$ cat src/hw/rtl/jwl_pkg.sv
// ----------------------------------------------------------------------------
// jwl_pkg
// Shared types, constants and exponential lookup data for the JWL evaluator.
// ----------------------------------------------------------------------------
package jwl_pkg;

  localparam int unsigned DivSteps = 51;
  localparam int unsigned NumLanes = 4;

  localparam int unsigned LaneQ1   = 0;
  localparam int unsigned LaneQ2   = 1;
  localparam int unsigned LaneTh   = 2;
  localparam int unsigned LaneDpdt = 3;

  localparam logic [30:0] Max31    = 31'h7FFF_FFFF;
  localparam logic [47:0] ExpLimit = 48'd786432;
  localparam logic [18:0] Recip6   = 19'd349526;

  typedef enum logic [2:0] {
    REG_COEF_A   = 3'd0,
    REG_COEF_B   = 3'd1,
    REG_RATE_ONE = 3'd2,
    REG_RATE_TWO = 3'd3,
    REG_OMEGA    = 3'd4,
    REG_REF_TEMP = 3'd5
  } cfg_reg_t;

  typedef struct packed {
    logic [32:0] rem;
    logic [50:0] dq;
    logic [32:0] dvs;
  } div_lane_t;

  typedef struct packed {
    logic        vinv;
    logic        flag;
    logic        zero1;
    logic        zero2;
    logic [16:0] e1;
    logic [16:0] e2;
    logic        tneg;
    logic        tsat;
  } div_side_t;

  function automatic logic [30:0] exp_int(input logic [3:0] n);
    logic [30:0] v;
    unique case (n)
      4'd0:    v = 31'd1073741824;
      4'd1:    v = 31'd395007542;
      4'd2:    v = 31'd145315154;
      4'd3:    v = 31'd53458458;
      4'd4:    v = 31'd19666268;
      4'd5:    v = 31'd7234816;
      4'd6:    v = 31'd2661540;
      4'd7:    v = 31'd979126;
      4'd8:    v = 31'd360200;
      4'd9:    v = 31'd132510;
      4'd10:   v = 31'd48748;
      4'd11:   v = 31'd17933;
      default: v = '0;
    endcase
    return v;
  endfunction

  function automatic logic [30:0] exp_frac(input logic [3:0] j);
    logic [30:0] v;
    unique case (j)
      4'd0:    v = 31'd1073741824;
      4'd1:    v = 31'd1008687096;
      4'd2:    v = 31'd947573834;
      4'd3:    v = 31'd890163237;
      4'd4:    v = 31'd836230973;
      4'd5:    v = 31'd785566300;
      4'd6:    v = 31'd737971244;
      4'd7:    v = 31'd693259859;
      4'd8:    v = 31'd651257337;
      4'd9:    v = 31'd611799649;
      4'd10:   v = 31'd574732582;
      4'd11:   v = 31'd539911296;
      4'd12:   v = 31'd507199724;
      4'd13:   v = 31'd476470059;
      4'd14:   v = 31'd447602185;
      default: v = 31'd420483339;
    endcase
    return v;
  endfunction

endpackage

$ cat src/hw/rtl/jwl_div_row.sv
// ----------------------------------------------------------------------------
// jwl_div_row
// One restoring division step for all lanes, with the item sideband.
// ----------------------------------------------------------------------------
module jwl_div_row (
  input  logic                                           clk,
  input  logic                                           rst_n,
  input  logic                                           en,
  input  logic                                           valid_i,
  input  jwl_pkg::div_side_t                             side_i,
  input  jwl_pkg::div_lane_t [jwl_pkg::NumLanes-1:0]     lanes_i,
  output logic                                           valid_o,
  output jwl_pkg::div_side_t                             side_o,
  output jwl_pkg::div_lane_t [jwl_pkg::NumLanes-1:0]     lanes_o
);
  import jwl_pkg::*;

  logic                         valid_r;
  div_side_t                    side_r;
  div_lane_t [NumLanes-1:0]     lanes_r;
  div_lane_t [NumLanes-1:0]     lanes_nxt;

  always_comb begin
    logic [33:0] cat;
    logic [33:0] dif;
    logic        ge;
    for (int i = 0; i < NumLanes; i++) begin
      cat = {lanes_i[i].rem, lanes_i[i].dq[DivSteps-1]};
      dif = cat - {1'b0, lanes_i[i].dvs};
      ge  = (cat >= {1'b0, lanes_i[i].dvs});
      lanes_nxt[i].dvs = lanes_i[i].dvs;
      lanes_nxt[i].rem = ge ? dif[32:0] : cat[32:0];
      lanes_nxt[i].dq  = {lanes_i[i].dq[DivSteps-2:0], ge};
    end
  end

  always_ff @(posedge clk) begin
    if (!rst_n) begin
      valid_r <= 1'b0;
    end else if (en) begin
      valid_r <= valid_i;
    end
  end

  always_ff @(posedge clk) begin
    if (en) begin
      side_r  <= side_i;
      lanes_r <= lanes_nxt;
    end
  end

  assign valid_o = valid_r;
  assign side_o  = side_r;
  assign lanes_o = lanes_r;

endmodule

$ cat config.mk
export PLATFORM = sky130hd
export DESIGN_NAME = jwl_div_row
export DESIGN_NICKNAME = d
export VERILOG_FILES = /design/src/hw/rtl/jwl_pkg.sv /design/src/hw/rtl/jwl_div_row.sv
export SDC_FILE = /design/constraint.sdc
export NUM_CORES = 1
export LEC_CHECK = 0
export BUFFER_PORTS_ARGS = -buffer_cell sky130_fd_sc_hd__buf_2
export CAP_MARGIN = 20
export CORE_AREA = 4 4 400 402
export DETAILED_ROUTE_END_ITERATION = 10
export DIE_AREA = 0 0 404 406
export PLACE_DENSITY = 0.37
export SETUP_SLACK_MARGIN = 0.05
export SYNTH_ARGS = -nofsm -noshare
export SYNTH_HDL_FRONTEND = slang
export SYNTH_SLANG_ARGS = --single-unit
$ cat constraint.sdc
create_clock -name clk -period 4.1 [get_ports clk]
set_clock_uncertainty 0.1 [all_clocks]
set_input_delay 0.82 -clock clk [delete_from_list [all_inputs] [get_ports clk]]
set_output_delay 0.82 -clock clk [all_outputs]
set_load 0.005 [all_outputs]
==> metrics, run 1 <==
Tightest Pin Transition 0.8499 ns; nets 3665; Num CTS Buffers 70; die width 404 um; Final Critical Period 3.587 ns; share of layout cells above drive strength 1 41.96%; Final HPWL DP 94300 um; CTS root buffer clkbuf_16; initial antenna violation count 46; Final setup viols 0; Peak Freq 278.8 MHz; CP arrival 3.88 ns; CTS resizes 0; cell area after layout 0.03495 sq mm; critical path class primary input to flop; yosys warns 0; DRC Markers 0; ANT nets after route 0; hold depth 1; gate count after technology mapping 1892; Mean Syn Cell Area 12.89 sq um; PortBufs 1020; worst vdd ir 0.3024 mV; post-synth top area cell edfxtp_1; Commonest cells post-synth 508 x edfxtp_1, 178 x inv_1, 141 x nand2_1; fin crit share 87.49%; crit path max-delay cell type nor4_1; nature of the critical path endpoint flop; Leakage 15.01 nW; CP delay by family, top simple AND/OR/NAND/NOR gates; ys async rst share 0%; CTS tree done; first-pass GRT wire length 154100 um; initial DRC count 1152; final slew viol count 0; clk slew on worst S/H paths 0.06 ns; max incr delay on CP 0.66 ns; top cells by area, synth edfxtp_1 63%, ha_1 6.8%, mux2_2 2.8%, a21oi_1 2.7%, inv_1 2.7%; Yosys top cell area share 62.53%; maxcap violations 0; ys flop type edfxtp_1; largest net degree at the start of global routing 98; worst path cell trace buf_2 > inv_1 > ha_1 > and4_1 > nand4_1 > nor4_1 > and4_1 > nor4_1 > o21ai_0 > o21ba_2 > buf_12 > inv_1 > o221a_2; Placed Area 0.03262 sq mm; Setup Total Neg Slack 0 ns; vias after detailed routing 19815; Worst Path Buf+Inv 4; Hold Path Class primary input to flop; Clock Tree Buf Depth 3; Congestion Overflow GR 0; status finished clean; P&R area growth vs syn 43.28%; FILL cells 17096; Startpoint Class primary input; H-Tree Depth 3; Fin. Hold Viols 0; Critical Path Fanout Max 13; overall power 15.71 mW; Yosys cell types 77; die area 0.1640 sq mm; Routed Wire Length 114000 um; RSZ-0062 raised after global routing false; Die H 406 um; vias in the first global route 20273; clk sinks 509; postcts setup bufs 0; setup slack at placement -0.07654 ns; Routability Congestion 0.8179; Post-synth EDFFs 508; initial core utilization 15.64%; register bit total from synthesis 509; WHS 0.2238 ns; WP data required 4.39 ns; power per cell area 449.6 mW/mm^2; Post-Syn Nets 2540; post-synthesis sequential area ratio 62.61%; cts hold-fix bufs 0; 1st-pass router iterations 7; critical path depth 13; Rows 145; slew margin rel. 42.82%; post-synthesis cell area 0.02439 sq mm; worst skew pair latency 0.63 ns; final setup margin 0.5129 ns; Routed WL per cell 22.17 um; GRT Util Overall 13.19%; core area 0.1560 sq mm; via/cell ratio 3.855; count leader, synth edfxtp_1; top-level I/O count 1021; FF-to-FF path depth 2
[cell usage in the layout (no fill, tap or decap), types with 6 or more instances in the layout]
| master | count |
|---|---|
| o21ai_0 | 119 |
| clkbuf_1 | 14 |
| ha_1 | 132 |
| clkbuf_16 | 71 |
| a211oi_1 | 8 |
| nor2_1 | 63 |
| and3_1 | 16 |
| edfxtp_1 | 508 |
| a31o_2 | 6 |
| nand4_1 | 34 |
| clkinv_1 | 14 |
| buf_4 | 73 |
| nand2_1 | 141 |
| o31ai_1 | 17 |
| o21a_1 | 18 |
| buf_12 | 12 |
| nor3_1 | 16 |
| a31oi_1 | 11 |
| xnor2_1 | 63 |
| o21bai_1 | 17 |
| mux2_2 | 61 |
| nor2b_1 | 14 |
| or3_1 | 7 |
| mux2i_1 | 7 |
| o211ai_1 | 12 |
| nor4_1 | 14 |
| and2_1 | 8 |
| diode_2 | 10 |
| nand2b_1 | 12 |
| buf_2 | 1019 |
| xor2_1 | 48 |
| inv_1 | 178 |
| a21oi_1 | 134 |
| nand3_1 | 29 |
| a21o_1 | 65 |
[per-stage QoR]
stage          utilization, %  cells
4_1_cts                 22.39   5130
6_report                22.40   5140
5_1_grt                 22.39   5130
3_5_place_dp            20.91   5003
2_1_floorplan               -   1892
3_3_place_gp            20.91   5003
[worst reg2reg max path, delay by kind of cell, from the launching register on]
family | cells | cell delay (ns)
DFF | 1 | 0.31
muxes | 1 | 0.12
and+or+nand+nor | 1 | 0.05
[cell type report]
cell class	count	area (sq um)	area share [%]
antenna	10	25.02	0.07159
sequential	509	15270	43.70
clock inverter	42	474.2	1.357
tap	2058	2575	7.367
inverter	178	668.1	1.912
timing repair buffer	1105	5903	16.89
multi-input combinational	1153	8203	23.47
clock buffer	85	1829	5.234
[per-layer routing]
metal	wire, um	global-route usage (%)	up-vias
met1	44560	15.20	9542
met3	10370	5.279	172
li1	-	-	9316
met5	224	0	-
met2	55090	22.28	749
met4	3720	4.412	36
[worst paths after layout]
path                      from           end  slack [ns]
setup / recovery  lanes_i[131]  lanes_o[233]        0.51
hold / removal       side_i[4]     side_o[4]        0.22
setup reg to reg       valid_o       valid_o        3.41
hold reg to reg        valid_o       valid_o        0.42
[power by group]
group / switching, mW / internal [mW] / total, mW
logic: 1.69 / 1.28 / 2.97
clock network: 2.66 / 3.56 / 6.22
registers: 0.152 / 6.36 / 6.52
[flip-flops by register name, summed over array words and instances (netlist names)]
| signal | cells |
|---|---|
| lanes_o | 468 |
| side_o | 40 |
| valid_o | 1 |
[cells by family (layout without fill, tap and decap cells)]
group / after synthesis / count (layout) / synth area share, %
other: 0 / 10 / 0
AOI/OAI and AO/OA: 461 / 461 / 11.85
adders and majority gates: 136 / 136 / 7.099
xor gates and xnor gates: 111 / 111 / 3.985
DFF: 509 / 509 / 62.61
muxes: 69 / 69 / 3.165
and+or+nand+nor: 376 / 376 / 7.447
buffers and inverters: 230 / 1410 / 3.836
(Power assumes the default switching activity.)
==> run 2, diff against run 1 <==
Settings changed: GPL_TIMING_DRIVEN from default to 0.
==> run 2 against run 1 <==
Net effect: register-to-register slack barely moved; critical path depth did not move; first-iteration DRC count rose by 22%; via count barely moved; critical path type unchanged; clock power rose by 3.2%; fmax fell by 9.2%; critical endpoint is now lanes_o[322]; global-route usage barely moved; wire length fell by 0.16%; largest power group unchanged; non-clock buffer count fell by 28; die area did not move; cell count fell by 0.33%; worst hold slack improved by 0.0063 ns.
==> metrics, run 2 (same netlist as run 1, synthesis figures left out) <==
reg2reg setup slack 3.41 ns (about the same); Fin. Hold Viols 0 (unchanged); worst skew pair latency 0.65 ns (+0.02 ns); hold depth 1 (unchanged); Routed WL per cell 22.21 um (+0.17%); top-level I/O count 1021 (unchanged); via/cell ratio 3.866 (+0.27%); Congestion Overflow GR 0 (unchanged); Num CTS Buffers 69 (-1.4%); Final setup viols 0 (unchanged); slew margin rel. 35.03% (-7.8 points); vias after detailed routing 19803 (-0.061%); maxcap violations 0 (unchanged); Hold Path Class primary input to flop; die width 404 um (unchanged); Routed Wire Length 113800 um (-0.16%); CP arrival 4.24 ns (+0.36 ns); fin crit share 96.40% (+8.9 points); Peak Freq 253.0 MHz (-9.2%); Tightest Pin Transition 0.9644 ns (+0.1145 ns); Rows 145 (unchanged); Die H 406 um (unchanged); final core occ 22.22% (-0.18 points); clk sinks 509 (unchanged); largest net degree at the start of global routing 111 (+13%); most frequent cells in the layout 1032 x buf_2, 508 x edfxtp_1, 178 x inv_1; ANT nets after route 0 (unchanged); vias in the first global route 19951 (-1.6%); Reg2Reg Launch Point valid_o; Final HPWL DP 93870 um (-0.45%); nature of the critical path endpoint flop; initial core utilization 15.64% (unchanged); WP data required 4.39 ns (about the same); core area 0.1560 sq mm (unchanged); RSZ-0062 raised after global routing false; Setup Total Neg Slack 0 ns (unchanged); Final Critical Period 3.952 ns (+0.3652 ns); CTS root buffer clkbuf_16; Leakage 14.80 nW (-1.4%); first-pass GRT wire length 153200 um (-0.55%); hold_sp lanes_i[192]; FF-to-FF path depth 2 (unchanged); Crit Reg-Reg Endpoint valid_o; Hold Path Sink lanes_o[193]; Critical Path Fanout Max 10 (-3); worst vdd ir 0.2851 mV (-5.7%); share of layout cells above drive strength 1 40.81% (-1.1 points); initial DRC count 1400 (+22%); nets 3636 (-0.79%); PortBufs 1020 (unchanged); cts hold-fix bufs 0 (unchanged); clk slew on worst S/H paths 0.06 ns (about the same); Routability Congestion 0.8219 (+0.49%); 1st-pass router iterations 5 (-2); power per cell area 456.1 mW/mm^2 (+1.5%); GRT Util Overall 13.17% (-0.024 points); Clock Tree Buf Depth 3 (unchanged); status finished clean; final slew viol count 0 (unchanged); CTS tree done; max reg flops 468 (unchanged); DRC Markers 0 (unchanged); critical path class primary input to flop; die area 0.1640 sq mm (unchanged); Startpoint Class primary input; initial antenna violation count 62 (+35%); P&R area growth vs syn 42.13%; H-Tree Depth 3 (unchanged); leading cell type in the layout, fill and taps excluded buf_2
## run 2: cell count changes in the layout (fill, tap and decap cells not counted), moves of 12 or more
cell      change
buf_4        -69
clkbuf_1     +20
buf_2        +13
buf_12       -12
diode_2      +12
## run 2: cell type report
| type | instances | area (sq um) |
|---|---|---|
| antenna | 22 | 55.05 |
| buffer | 52 | 274.0 |
| clock buffer | 79 | 1784 |
| clock inverter | 47 | 579.3 |
| fill | 17133 | 121400 |
| inverter | 178 | 668.1 |
| multi-input combinational | 1153 | 8209 |
| sequential | 509 | 15270 |
| tap | 2058 | 2575 |
| timing repair buffer | 1025 | 5253 |
## run 2: power breakdown
part | internal (mW) | total (mW) | switching, mW
Sequential | 6.36 | 6.50 | 0.139
Clock | 3.79 | 6.42 | 2.63
Combinational | 1.19 | 2.89 | 1.70
## run 2: per-layer routing
layer	wire [um]	GRT usage (%)	vias up
li1	-	-	9284
met3	11840	5.774	175
met2	55030	22.18	758
met4	3348	4.405	42
met5	259	0	-
met1	43290	14.90	9544
## run 2: stage by stage
stage / std cells / total power [mW] / worst slack (ns) / cell area (sq um) / hold slack (ns)
after floorplan: 1892 / 7.912 / 0.4264 / 24390 / 0.4073
after global placement: 4970 / 9.648 / -7.050 / 32070 / 0.4035
after detailed placement: 4975 / 9.557 / -0.6698 / 32220 / 0.4102
after CTS: 5101 / 16.23 / 0.06976 / 34590 / 0.1369
after global routing: 5104 / 16.69 / 0.07519 / 34620 / 0.1639
final: 5123 / 15.81 / 0.1477 / 34670 / 0.2301
## run 2: critical path: stages
cell	delay, ns
buf_2	0.20
inv_1	0.09
ha_1	0.40
nand4_1	0.30
nor2_1	0.35
a211oi_2	0.15
nor4_2	0.37
o21ai_1	0.14
o211ai_1	0.26
a21boi_2	0.18
o21ai_4	0.33
buf_6	0.24
mux2_2	0.41
## run 2: repair_timing
item                       4_1_cts  5_1_grt
gates resized for setup          0        8
setup endpoints to repair        0       46
buffers inserted                 0        0
## run 2: how the worst max path moves through the flow
stage                       startpoint      endpoint  cells past startpoint
after floorplan           lanes_i[317]  lanes_o[342]                     14
after global placement              en       valid_o                      3
after detailed placement  lanes_i[241]  lanes_o[322]                     13
after CTS                 lanes_i[241]  lanes_o[322]                     13
after global routing      lanes_i[200]  lanes_o[225]                     16
final                     lanes_i[241]  lanes_o[322]                     13
==> run 3, diff against run 2 <==
Clock period 4.1 ns to 4.06 ns, I/O delays scaled along.
==> run 3 against run 2 <==
Net effect: sequential share of layout area barely moved; die area did not move; count of clock-buffer cells in the layout did not move; first-iteration DRC count fell by 0.21%; global-route usage barely moved; register-to-register slack got worse by 0.04 ns; largest cell class unchanged.
==> metrics, run 3 (same netlist as run 1, synthesis figures left out) <==
vias in the first global route 19955 (+0.020%); max reg flops 468 (unchanged); max incr delay on CP 0.41 ns (about the same); Num CTS Buffers 69 (unchanged); worst vdd ir 0.2879 mV (+0.98%); Final Critical Period 3.914 ns; power per cell area 460.6 mW/mm^2 (+0.98%); WP data required 4.35 ns (-0.04 ns); die area 0.1640 sq mm (unchanged); Leakage 14.80 nW (unchanged); nature of the critical path endpoint flop; status finished clean; cts hold-fix bufs 0 (unchanged); final setup margin 0.1455 ns (-0.002167 ns); clk slew on worst S/H paths 0.06 ns (about the same); first-pass GRT wire length 153200 um (about the same); ANT nets after route 0 (unchanged); die width 404 um (unchanged); H-Tree Depth 3 (unchanged); RSZ-0062 raised after global routing true; setup slack at placement -0.7018 ns (-0.03200 ns); nets 3636 (unchanged); Fin. Hold Viols 0 (unchanged); Routed Wire Length 113700 um (about the same); met1 Use GR 14.90% (about the same); Critical Path Fanout Max 10 (unchanged); critical path class primary input to flop; Routed WL per cell 22.19 um (about the same); crit path max-delay cell type mux2_2; Final setup viols 0 (unchanged); leading cell type in the layout, fill and taps excluded buf_2; Congestion Overflow GR 0 (unchanged); initial antenna violation count 62 (unchanged); GR peak layer met2; met3 Resource Use GR 5.774% (unchanged); Die H 406 um (unchanged); Clock Tree Buf Depth 3 (unchanged); met2 usage 22.18% (unchanged); initial DRC count 1397 (-0.21%); largest net degree at the start of global routing 111 (unchanged); Peak Freq 255.5 MHz; worst path cell trace buf_2 > inv_1 > ha_1 > nand4_1 > nor2_1 > a211oi_2 > nor4_2 > o21ai_1 > o211ai_1 > a21boi_2 > o21ai_4 > buf_6 > mux2_2; Worst Path Buf+Inv 3 (unchanged); DRC Markers 0 (unchanged); CP delay by family, top compound AO/OA/AOI/OAI gates; top-level I/O count 1021 (unchanged); CTS root buffer clkbuf_16; PortBufs 1020 (unchanged); core area 0.1560 sq mm (unchanged); clk sinks 509 (unchanged); CP arrival 4.21 ns (-0.03 ns); Final HPWL DP 93870 um (unchanged); cell area after layout 0.03467 sq mm (about the same); Setup Total Neg Slack 0 ns (unchanged); initial core utilization 15.64% (unchanged); 1st-pass router iterations 5 (unchanged); worst skew pair latency 0.65 ns (about the same); vias after detailed routing 19793 (-0.050%); Tightest Pin Transition 0.9644 ns (-0.0000005364 ns); Placed Area 0.03222 sq mm (unchanged); final slew viol count 0 (unchanged); via/cell ratio 3.863 (about the same); Rows 145 (unchanged); most frequent cells in the layout 1032 x buf_2, 508 x edfxtp_1, 178 x inv_1; maxcap violations 0 (unchanged); final core occ 22.22% (about the same); GRT Util Overall 13.17% (about the same); Startpoint Class primary input; slew margin rel. 35.03% (unchanged); fin crit share 96.42%; Routability Congestion 0.8219 (unchanged); P&R area growth vs syn 42.14% (about the same); CTS tree done; Hold Path Class primary input to flop; share of layout cells above drive strength 1 40.81% (unchanged)
-- run 3: changes by cell type in the layout (fill, tap and decap cells not counted) --
cell     delta
diode_2     +1
-- run 3: per-stage QoR --
step                hold WS [ns]  power (mW)  instances
floorplan                 0.4073       7.989       1892
global placement          0.4035       9.743       4970
detailed placement        0.4102       9.651       4975
CTS                       0.1289       16.39       5101
global route              0.1559       16.85       5104
finish                    0.2221       15.97       5124
-- run 3: final cells by class --
cell class | instances | area, sq um
Fill cell | 17132 | 121400
Antenna cell | 23 | 57.56
Inverter | 178 | 668.1
Timing Repair Buffer | 1025 | 5253
Clock inverter | 47 | 579.3
Sequential cell | 509 | 15270
Multi-Input combinational cell | 1153 | 8209
Buffer | 52 | 274.0
Clock buffer | 79 | 1784
Tap cell | 2058 | 2575
-- run 3: path summary, 6_finish.rpt --
kind,from,to,slack (ns),cells past startpoint
max reg2reg,valid_o,valid_o,3.37,2
max,lanes_i[241],lanes_o[322],0.15,13
min,lanes_i[192],lanes_o[193],0.22,1
min reg2reg,valid_o,valid_o,0.42,2
-- run 3: metal layers --
| metal | wire [um] | vias to the layer above |
|---|---|---|
| li1 | - | 9282 |
| met1 | 42780 | 9532 |
| met2 | 55050 | 764 |
| met3 | 12290 | 173 |
| met4 | 3339 | 42 |
| met5 | 259 | - |
-- run 3: power breakdown --
part / switching, mW / internal [mW]
sequential: 0.140 / 6.43
clock: 2.65 / 3.83
combinational: 1.72 / 1.21
-- run 3: repair_timing --
item	CTS	global route
endpoints found under the setup margin	1	49
resized for setup	1	7
buffers inserted	0	0
